===== config.mk =====
export PLATFORM = sky130hd
export DESIGN_NAME = one_shot_timer_queue_top
export DESIGN_NICKNAME = d
export VERILOG_FILES = /design/src/otq_pkg.sv /design/src/otq_cell.sv /design/src/one_shot_timer_queue_top.sv
export SDC_FILE = /design/constraint.sdc
export NUM_CORES = 2
export LEC_CHECK = 0
export CAP_MARGIN = 10
export CORE_AREA = 4 4 469 355
export DETAILED_ROUTE_END_ITERATION = 7
export DIE_AREA = 0 0 473 359
export DONT_BUFFER_PORTS = 1
export PLACE_DENSITY = 0.77
export SLEW_MARGIN = 25
export SYNTH_ARGS = -nofsm -noshare
export SYNTH_HDL_FRONTEND = slang
export SYNTH_HIERARCHICAL = 1
export SYNTH_SLANG_ARGS = --single-unit

===== constraint.sdc =====
create_clock -name clk -period 5.5 [get_ports clk]
set_input_delay 0.275 -clock clk [delete_from_list [all_inputs] [get_ports clk]]
set_output_delay 0.275 -clock clk [all_outputs]
set_load 0.01 [all_outputs]

===== src/otq_pkg.sv =====
// Shared types, constants and helpers of the one-shot timer queue.
// Used by otq_cell, one_shot_timer_queue_top, the checker and the testbench; depends on nothing.
package otq_pkg;

    // Sizes
    localparam int NUM_TIMERS = 16;
    localparam int TIME_WIDTH = 32;
    localparam int ID_WIDTH   = 16;
    localparam int DLY_WIDTH  = 16;
    localparam int MAX_OUT    = 16;
    localparam int IDX_W      = $clog2(NUM_TIMERS);
    localparam int CNT_W      = $clog2(NUM_TIMERS + 1);
    localparam int OUT_W      = $clog2(MAX_OUT + 1);

    // Request actions
    localparam logic [1:0] ACT_ADD    = 2'd0;
    localparam logic [1:0] ACT_CANCEL = 2'd1;
    localparam logic [1:0] ACT_TICK   = 2'd2;

    // Result kinds
    localparam logic [2:0] KIND_ADDED     = 3'd0;
    localparam logic [2:0] KIND_FULL      = 3'd1;
    localparam logic [2:0] KIND_CANCELLED = 3'd2;
    localparam logic [2:0] KIND_NOTFOUND  = 3'd3;
    localparam logic [2:0] KIND_EXPIRED   = 3'd4;

    // Slot commands
    localparam logic [1:0] CMD_NONE  = 2'd0;
    localparam logic [1:0] CMD_WRITE = 2'd1;
    localparam logic [1:0] CMD_CLEAR = 2'd2;

    typedef struct packed {
        logic [1:0]           action;
        logic [DLY_WIDTH-1:0] delay_ticks;
        logic [ID_WIDTH-1:0]  cancel_id;
    } req_t;

    typedef struct packed {
        logic [2:0]          result_kind;
        logic [ID_WIDTH-1:0] timer_id;
        logic                last;
    } rsp_t;

    // Candidate handed down the cell row
    typedef struct packed {
        logic                  found;
        logic [IDX_W-1:0]      idx;
        logic [TIME_WIDTH-1:0] expiry;
        logic [ID_WIDTH-1:0]   ident;
    } cand_t;

    // Search key broadcast to every cell
    typedef struct packed {
        logic [1:0]            mode;
        logic [ID_WIDTH-1:0]   cancel_id;
        logic [TIME_WIDTH-1:0] now;
    } bcast_t;

    // Slot update broadcast to every cell
    typedef struct packed {
        logic [1:0]            op;
        logic [IDX_W-1:0]      idx;
        logic [TIME_WIDTH-1:0] expiry;
        logic [ID_WIDTH-1:0]   ident;
    } cmd_t;

    // a is before b when (a - b) mod 2^TIME_WIDTH is negative
    function automatic logic time_before(input logic [TIME_WIDTH-1:0] a,
                                         input logic [TIME_WIDTH-1:0] b);
        logic [TIME_WIDTH-1:0] d;
        d = a - b;
        return d[TIME_WIDTH-1];
    endfunction

endpackage


===== src/otq_cell.sv =====
// One timer slot of the queue plus one stage of the candidate search row.
// Depends on otq_pkg.
module otq_cell (
    input  logic                     clk,
    input  logic                     rst_n,
    input  logic [otq_pkg::IDX_W-1:0] cell_idx,
    input  otq_pkg::bcast_t          key,
    input  otq_pkg::cmd_t            cmd,
    input  otq_pkg::cand_t           cand_in,
    output otq_pkg::cand_t           cand_out
);

    logic                              valid_reg;
    logic [otq_pkg::TIME_WIDTH-1:0]    expiry_reg;
    logic [otq_pkg::ID_WIDTH-1:0]      ident_reg;
    logic                              found_reg;
    logic [otq_pkg::IDX_W-1:0]         idx_reg;
    logic [otq_pkg::TIME_WIDTH-1:0]    cexp_reg;
    logic [otq_pkg::ID_WIDTH-1:0]      cid_reg;
    logic                              own_hit;
    logic                              better;
    logic                              take;
    logic                              sel;

    assign sel = (cmd.idx == cell_idx);

    // Slot storage
    always_ff @(posedge clk or negedge rst_n)
    begin
        if (!rst_n)
        begin
            valid_reg <= 1'b0;
        end
        else if (sel && cmd.op == otq_pkg::CMD_WRITE)
        begin
            valid_reg <= 1'b1;
        end
        else if (sel && cmd.op == otq_pkg::CMD_CLEAR)
        begin
            valid_reg <= 1'b0;
        end
    end

    always_ff @(posedge clk)
    begin
        if (sel && cmd.op == otq_pkg::CMD_WRITE)
        begin
            expiry_reg <= cmd.expiry;
            ident_reg  <= cmd.ident;
        end
    end

    // Does this slot qualify for the current search
    always_comb
    begin
        case (key.mode)
            otq_pkg::ACT_ADD:    own_hit = !valid_reg;
            otq_pkg::ACT_CANCEL: own_hit = valid_reg && (ident_reg == key.cancel_id);
            otq_pkg::ACT_TICK:   own_hit = valid_reg &&
                                           !otq_pkg::time_before(key.now, expiry_reg);
            default:             own_hit = 1'b0;
        endcase
    end

    // In a tick, earlier expiry wins, then lower id; otherwise, and on a full tie, the lower slot is kept
    assign better = (key.mode == otq_pkg::ACT_TICK) &&
                    (otq_pkg::time_before(expiry_reg, cand_in.expiry) ||
                     (expiry_reg == cand_in.expiry && ident_reg < cand_in.ident));
    assign take   = own_hit && (!cand_in.found || better);

    // Candidate stage toward the next cell
    always_ff @(posedge clk or negedge rst_n)
    begin
        if (!rst_n)
        begin
            found_reg <= 1'b0;
        end
        else
        begin
            found_reg <= take | cand_in.found;
        end
    end

    always_ff @(posedge clk)
    begin
        if (take)
        begin
            idx_reg  <= cell_idx;
            cexp_reg <= expiry_reg;
            cid_reg  <= ident_reg;
        end
        else
        begin
            idx_reg  <= cand_in.idx;
            cexp_reg <= cand_in.expiry;
            cid_reg  <= cand_in.ident;
        end
    end

    assign cand_out = '{found: found_reg, idx: idx_reg, expiry: cexp_reg, ident: cid_reg};

    // A write only lands in a free slot
    a_write_free: assert property (@(posedge clk) disable iff (!rst_n)
        (sel && cmd.op == otq_pkg::CMD_WRITE) |-> !valid_reg)
        else $error("write to a live slot");

    // A clear only hits a live slot
    a_clear_live: assert property (@(posedge clk) disable iff (!rst_n)
        (sel && cmd.op == otq_pkg::CMD_CLEAR) |-> valid_reg)
        else $error("clear of a free slot");

    // Found flag never drops along the row
    a_found_kept: assert property (@(posedge clk) disable iff (!rst_n)
        cand_in.found |=> found_reg)
        else $error("candidate lost in cell");

endmodule


===== src/one_shot_timer_queue_top.sv =====
// Top level of the one-shot timer queue: request control, time and id counters,
// and the row of otq_cell slots. Depends on otq_pkg and otq_cell.
//
//  channel   | handshake              | payload
//  ----------+------------------------+----------------------------------
//  request   | start, busy            | req  (action, delay_ticks, cancel_id)
//  result    | result_valid (strobe)  | rsp  (result_kind, timer_id, last)
//
// Each search sends a candidate down the row of NUM_TIMERS cells, through the
// registered candidate stage of each cell in turn. Add and cancel take one
// search and issue one result.
// A tick runs one search per expired timer plus a final empty one when it finds
// fewer than MAX_OUT expirations; a full batch of MAX_OUT ends with a flush
// state instead of the empty search.
// busy is high from the cycle after acceptance until the last result is issued.
// Reset clears all slots' valid bits, the time and the id counter.
// Results are issued for one cycle each; the receiver cannot stall them.
module one_shot_timer_queue_top (
    input  logic          clk,
    input  logic          rst_n,
    input  logic          start,
    output logic          busy,
    input  otq_pkg::req_t req,
    output logic          result_valid,
    output otq_pkg::rsp_t rsp
);

    localparam logic [1:0] S_IDLE  = 2'd0;
    localparam logic [1:0] S_SCAN  = 2'd1;
    localparam logic [1:0] S_FLUSH = 2'd2;

    logic [1:0]                     state_reg,    state_next;
    logic [otq_pkg::CNT_W-1:0]      cnt_reg,      cnt_next;
    logic [otq_pkg::OUT_W-1:0]      nout_reg,     nout_next;
    logic [1:0]                     action_reg,   action_next;
    logic [otq_pkg::DLY_WIDTH-1:0]  delay_reg,    delay_next;
    logic [otq_pkg::ID_WIDTH-1:0]   cid_reg,      cid_next;
    logic [otq_pkg::TIME_WIDTH-1:0] now_reg,      now_next;
    logic [otq_pkg::ID_WIDTH-1:0]   next_id_reg,  next_id_next;
    logic                           pend_reg,     pend_next;
    logic [otq_pkg::ID_WIDTH-1:0]   pend_id_reg,  pend_id_next;
    logic                           res_reg,      res_next;
    otq_pkg::rsp_t                  rsp_reg,      rsp_next;

    otq_pkg::cmd_t                  cmd;
    otq_pkg::bcast_t                key;
    otq_pkg::cand_t                 chain [otq_pkg::NUM_TIMERS+1];
    otq_pkg::cand_t                 best;
    logic                           scan_done;

    assign busy         = (state_reg != S_IDLE);
    assign result_valid = res_reg;
    assign rsp          = rsp_reg;

    // Cell row
    assign chain[0] = '0;
    assign key      = '{mode: action_reg, cancel_id: cid_reg, now: now_reg};
    assign best     = chain[otq_pkg::NUM_TIMERS];

    for (genvar i = 0; i < otq_pkg::NUM_TIMERS; i++)
    begin : g_cell
        otq_cell u_cell (
            .clk      (clk),
            .rst_n    (rst_n),
            .cell_idx (otq_pkg::IDX_W'(i)),
            .key      (key),
            .cmd      (cmd),
            .cand_in  (chain[i]),
            .cand_out (chain[i+1])
        );
    end

    assign scan_done = (state_reg == S_SCAN) &&
                       (cnt_reg == otq_pkg::CNT_W'(otq_pkg::NUM_TIMERS));

    // Control
    always_comb
    begin
        state_next   = state_reg;
        cnt_next     = cnt_reg;
        nout_next    = nout_reg;
        action_next  = action_reg;
        delay_next   = delay_reg;
        cid_next     = cid_reg;
        now_next     = now_reg;
        next_id_next = next_id_reg;
        pend_next    = pend_reg;
        pend_id_next = pend_id_reg;
        res_next     = 1'b0;
        rsp_next     = rsp_reg;
        cmd          = '{op: otq_pkg::CMD_NONE, idx: best.idx, expiry: '0, ident: '0};

        case (state_reg)
            S_IDLE:
            begin
                if (start && (req.action == otq_pkg::ACT_ADD ||
                              req.action == otq_pkg::ACT_CANCEL ||
                              req.action == otq_pkg::ACT_TICK))
                begin
                    action_next = req.action;
                    delay_next  = req.delay_ticks;
                    cid_next    = req.cancel_id;
                    cnt_next    = '0;
                    nout_next   = '0;
                    pend_next   = 1'b0;
                    state_next  = S_SCAN;
                    if (req.action == otq_pkg::ACT_TICK)
                    begin
                        now_next = now_reg + 1'b1;
                    end
                end
            end
            S_SCAN:
            begin
                if (!scan_done)
                begin
                    cnt_next = cnt_reg + 1'b1;
                end
                else
                begin
                    case (action_reg)
                        otq_pkg::ACT_ADD:
                        begin
                            res_next   = 1'b1;
                            state_next = S_IDLE;
                            if (best.found)
                            begin
                                cmd.op       = otq_pkg::CMD_WRITE;
                                cmd.expiry   = now_reg +
                                    otq_pkg::TIME_WIDTH'(delay_reg);
                                cmd.ident    = next_id_reg;
                                rsp_next     = '{result_kind: otq_pkg::KIND_ADDED,
                                                 timer_id: next_id_reg, last: 1'b1};
                                next_id_next = next_id_reg + 1'b1;
                            end
                            else
                            begin
                                rsp_next = '{result_kind: otq_pkg::KIND_FULL,
                                             timer_id: '0, last: 1'b1};
                            end
                        end
                        otq_pkg::ACT_CANCEL:
                        begin
                            res_next   = 1'b1;
                            state_next = S_IDLE;
                            if (best.found)
                            begin
                                cmd.op   = otq_pkg::CMD_CLEAR;
                                rsp_next = '{result_kind: otq_pkg::KIND_CANCELLED,
                                             timer_id: cid_reg, last: 1'b1};
                            end
                            else
                            begin
                                rsp_next = '{result_kind: otq_pkg::KIND_NOTFOUND,
                                             timer_id: cid_reg, last: 1'b1};
                            end
                        end
                        default:
                        begin
                            // Tick: hold one expiry back until we know if it is last
                            if (best.found)
                            begin
                                cmd.op       = otq_pkg::CMD_CLEAR;
                                res_next     = pend_reg;
                                rsp_next     = '{result_kind: otq_pkg::KIND_EXPIRED,
                                                 timer_id: pend_id_reg, last: 1'b0};
                                pend_next    = 1'b1;
                                pend_id_next = best.ident;
                                nout_next    = nout_reg + 1'b1;
                                cnt_next     = '0;
                                if (nout_next == otq_pkg::OUT_W'(otq_pkg::MAX_OUT))
                                begin
                                    state_next = S_FLUSH;
                                end
                            end
                            else
                            begin
                                res_next   = pend_reg;
                                rsp_next   = '{result_kind: otq_pkg::KIND_EXPIRED,
                                               timer_id: pend_id_reg, last: 1'b1};
                                pend_next  = 1'b0;
                                state_next = S_IDLE;
                            end
                        end
                    endcase
                end
            end
            S_FLUSH:
            begin
                res_next   = 1'b1;
                rsp_next   = '{result_kind: otq_pkg::KIND_EXPIRED,
                               timer_id: pend_id_reg, last: 1'b1};
                pend_next  = 1'b0;
                state_next = S_IDLE;
            end
            default:
            begin
                state_next = S_IDLE;
            end
        endcase
    end

    // Control registers
    always_ff @(posedge clk or negedge rst_n)
    begin
        if (!rst_n)
        begin
            state_reg   <= S_IDLE;
            cnt_reg     <= '0;
            nout_reg    <= '0;
            now_reg     <= '0;
            next_id_reg <= '0;
            pend_reg    <= 1'b0;
            res_reg     <= 1'b0;
        end
        else
        begin
            state_reg   <= state_next;
            cnt_reg     <= cnt_next;
            nout_reg    <= nout_next;
            now_reg     <= now_next;
            next_id_reg <= next_id_next;
            pend_reg    <= pend_next;
            res_reg     <= res_next;
        end
    end

    // Payload registers
    always_ff @(posedge clk)
    begin
        action_reg  <= action_next;
        delay_reg   <= delay_next;
        cid_reg     <= cid_next;
        pend_id_reg <= pend_id_next;
        rsp_reg     <= rsp_next;
    end

    // Results only come out of work that was in progress
    a_res_from_busy: assert property (@(posedge clk) disable iff (!rst_n)
        result_valid |-> $past(busy))
        else $error("result without a request in progress");

    // Scan counter never runs past the row length
    a_cnt_range: assert property (@(posedge clk) disable iff (!rst_n)
        (state_reg == S_SCAN) |-> (cnt_reg <= otq_pkg::CNT_W'(otq_pkg::NUM_TIMERS)))
        else $error("scan counter overrun");

    // A tick never reports more than the allowed number of expirations
    a_nout_range: assert property (@(posedge clk) disable iff (!rst_n)
        nout_reg <= otq_pkg::OUT_W'(otq_pkg::MAX_OUT))
        else $error("too many expirations on one tick");

    // The last result of a request is followed by a gap
    a_last_gap: assert property (@(posedge clk) disable iff (!rst_n)
        (result_valid && rsp.last) |=> !result_valid)
        else $error("result right after a last result");

endmodule


==> PnR_summary.wiki <==
{| class="wikitable"
! Metric !! Value
|-
| Mapped Area || 0.09414 sq mm
|-
| Die Y || 359 um
|-
| Cell Pwr Density || about 350 mW/mm^2
|-
| Share of layout cells above drive strength 1 || 0.09939
|-
| Postcts setup bufs || 0
|-
| Critical Setup Path Class || reg -> reg
|-
| Synthesis warning total || 6
|-
| Overflow left after global routing || 0
|-
| Final wirelength || 226.9 mm
|-
| Port Buffer Count || 0
|-
| Post-DR vias/cell || approximately 5.6
|-
| Clock-pin slew reported for the worst setup and hold paths after clock tree synthesis || 0.06 ns
|-
| Setup WS pre-CTS || roughly 1.6 ns
|-
| Initial core utilization || 0.5820
|-
| Final count of hold timing violations || 0
|-
| Area growth from synthesis to layout || 10.74%
|-
| Data arrival time of the critical path || 4.66 ns
|-
| H-tree depth || 4
|-
| Max IR drop VDD || 0.3484 mV
|-
| Final Critical Period || 3.938 ns
|-
| Commonest non-fill, non-tap cells in the layout || sky130_fd_sc_hd__inv_1, sky130_fd_sc_hd__ha_1, sky130_fd_sc_hd__edfxtp_1
|-
| Antenna violations before repair || 3
|-
| Max-Slew Margin vs Limit || 0.2523
|-
| Global router's overall resource usage || 0.2621
|-
| Outcome || finished, final reports clean
|-
| TNS Setup || 0 ns
|-
| Area of the core || 0.1618 sq mm
|-
| Row Count || 128
|-
| Final count of pins violating max slew || 0
|-
| Fill cells || 12055
|-
| Data required time at the worst endpoint || 6.22 ns
|-
| Worst Setup Slack, final || about 1.6 ns
|-
| Count of endpoints failing setup in the final report || 0
|-
| Clock latency of the later-clocked register in the worst-skew pair || approximately 0.81 ns
|-
| Number of buffers added by the clock tree synthesis step || 166
|-
| Mean post-synth cell area || 11.26 sq um
|-
| Detailed-route DRC error count || 0
|-
| WL per Instance || 20.46 um
|-
| Leading cell type in the layout, fill and taps excluded || sky130_fd_sc_hd__inv_1
|-
| Routability Congestion || 0.9306
|-
| Slew at the pin closest to its max-slew limit || roughly 1.1 ns
|-
| Detailed-router iteration count before antenna repair || 5
|-
| Clock Sinks || roughly 1700
|-
| Worst-path fanout max || 24
|-
| Startpoint type of the worst setup path || flop
|-
| Initial detailed-routing violation count || 4564
|-
| Sum of net half-perimeters after detailed placement || 180.8 mm
|-
| Portion of the clock cycle consumed by the worst path in the final layout || 0.7160
|-
| Static leakage || 46.28 nW
|-
| Via count of the first global-routing pass || 62386
|-
| Area of the die || 0.1698 sq mm
|-
| I/O pin total || 59
|-
| Setup repair after global routing missed its margin || no
|-
| Die Span X || around 470 um
|-
| Setup Skew || 0.02648 ns
|-
| Count of max-cap constraint violations || 0
|-
| Setup crit end kind || flop
|-
| Max FFs per register || 512
|-
| Achievable clock frequency || 253.9 MHz
|-
| Maximum number of pins on one net before global-route repair || 95
|-
| Cell chosen for the clock root || sky130_fd_sc_hd__clkbuf_16
|-
| Nets || 10126
|-
| Path type of the worst min-delay path || in -> reg
|-
| Antenna-violating nets left || 0
|-
| Count of vias placed by the detailed router || 62644
|-
| Maximum number of buffers from clock root to sink || 3
|-
| TritonCTS clock tree || done
|-
| Cells after synthesis || between 8000 and 9000
|-
| Global-route wire length before repair || about 350 mm
|}
worst max-delay path, stage by stage, from the launching register on:
cell	delay, ns
sky130_fd_sc_hd__dfrtp_1	0.74
sky130_fd_sc_hd__ha_1	0.37
sky130_fd_sc_hd__a21oi_1	0.14
sky130_fd_sc_hd__o21ai_0	0.12
sky130_fd_sc_hd__a221oi_1	0.55
sky130_fd_sc_hd__nand3b_1	0.13
sky130_fd_sc_hd__mux2i_1	0.37
sky130_fd_sc_hd__o31ai_4	0.10
sky130_fd_sc_hd__a31oi_4	0.53
sky130_fd_sc_hd__buf_4	0.49
sky130_fd_sc_hd__mux2i_1	0.26
area by class of cell:
| cell class | count | area (sq um) | area share |
|---|---|---|---|
| Clock buffer | 241 | 4885 | 0.04686 |
| Inverter | 1298 | 4872 | 0.04674 |
| Clock inverter | 73 | 867.1 | 0.008318 |
| Sequential cell | 1732 | 43530 | 0.4176 |
| Antenna cell | 1 | 2.502 | 0.00002401 |
| Multi-Input combinational cell | 5415 | 45740 | 0.4388 |
| Timing Repair Buffer | 186 | 1664 | 0.01596 |
| Tap cell | 2145 | 2684 | 0.02575 |
timing repair:
action | in CTS | in global routing
endpoints found under the hold margin | 130 | 0
hold buffers | 37 | 0
resized for setup | 0 | 0
final timing paths:
kind                                                        from  cells past startpoint  slack, ns                               endpoint
setup reg to reg                         now_reg[18]$_DFFE_PN0P_                     10       1.56  g_cell[8].u_cell/cexp_reg[20]$_DFF_P_
hold / removal                                            req[3]                      1       0.09                   cid_reg[3]$_DFFE_PP_
min in group asynchronous                                  rst_n                      2       0.14  g_cell[13].u_cell/found_reg$_DFF_PN0_
setup / recovery                         now_reg[18]$_DFFE_PN0P_                     10       1.56  g_cell[8].u_cell/cexp_reg[20]$_DFF_P_
max in group asynchronous                                  rst_n                      2       4.81                 now_reg[8]$_DFFE_PN0P_
hold reg to reg            g_cell[15].u_cell/cid_reg[12]$_DFF_P_                      0       0.40              pend_id_reg[12]$_DFFE_PP_
report_power, final:
part / internal [mW] / switching, mW
sequential: 15.3 / 0.835
clock: 6.99 / 4.93
combinational: 3.78 / 4.58
layer usage:
| layer | vias up | track usage | wire, um | part of all wire |
|---|---|---|---|---|
| met3 | 449 | 0.03242 | 14930 | 0.066 |
| met5 | - | 0 | 0 | 0 |
| li1 | 30266 | - | - | - |
| met2 | 2118 | 0.4117 | 99720 | 0.44 |
| met4 | 0 | 0.1098 | 9851 | 0.043 |
| met1 | 29811 | 0.3681 | 102400 | 0.45 |
stage by stage:
stage	utilization	hold slack (ns)	power, mW	area [sq um]	cells
floorplan	-	-0.02059	22.33	94880	8558
global placement	0.6063	0.01623	24.07	98080	10738
detailed placement	0.6064	0.0005282	24.60	98090	10739
CTS	0.6444	0.02246	36.58	104200	11090
global route	0.6444	0.05142	38.41	104200	11090
finish	0.6445	0.09164	36.44	104200	11091
Power figures use the tool's default switching activity.
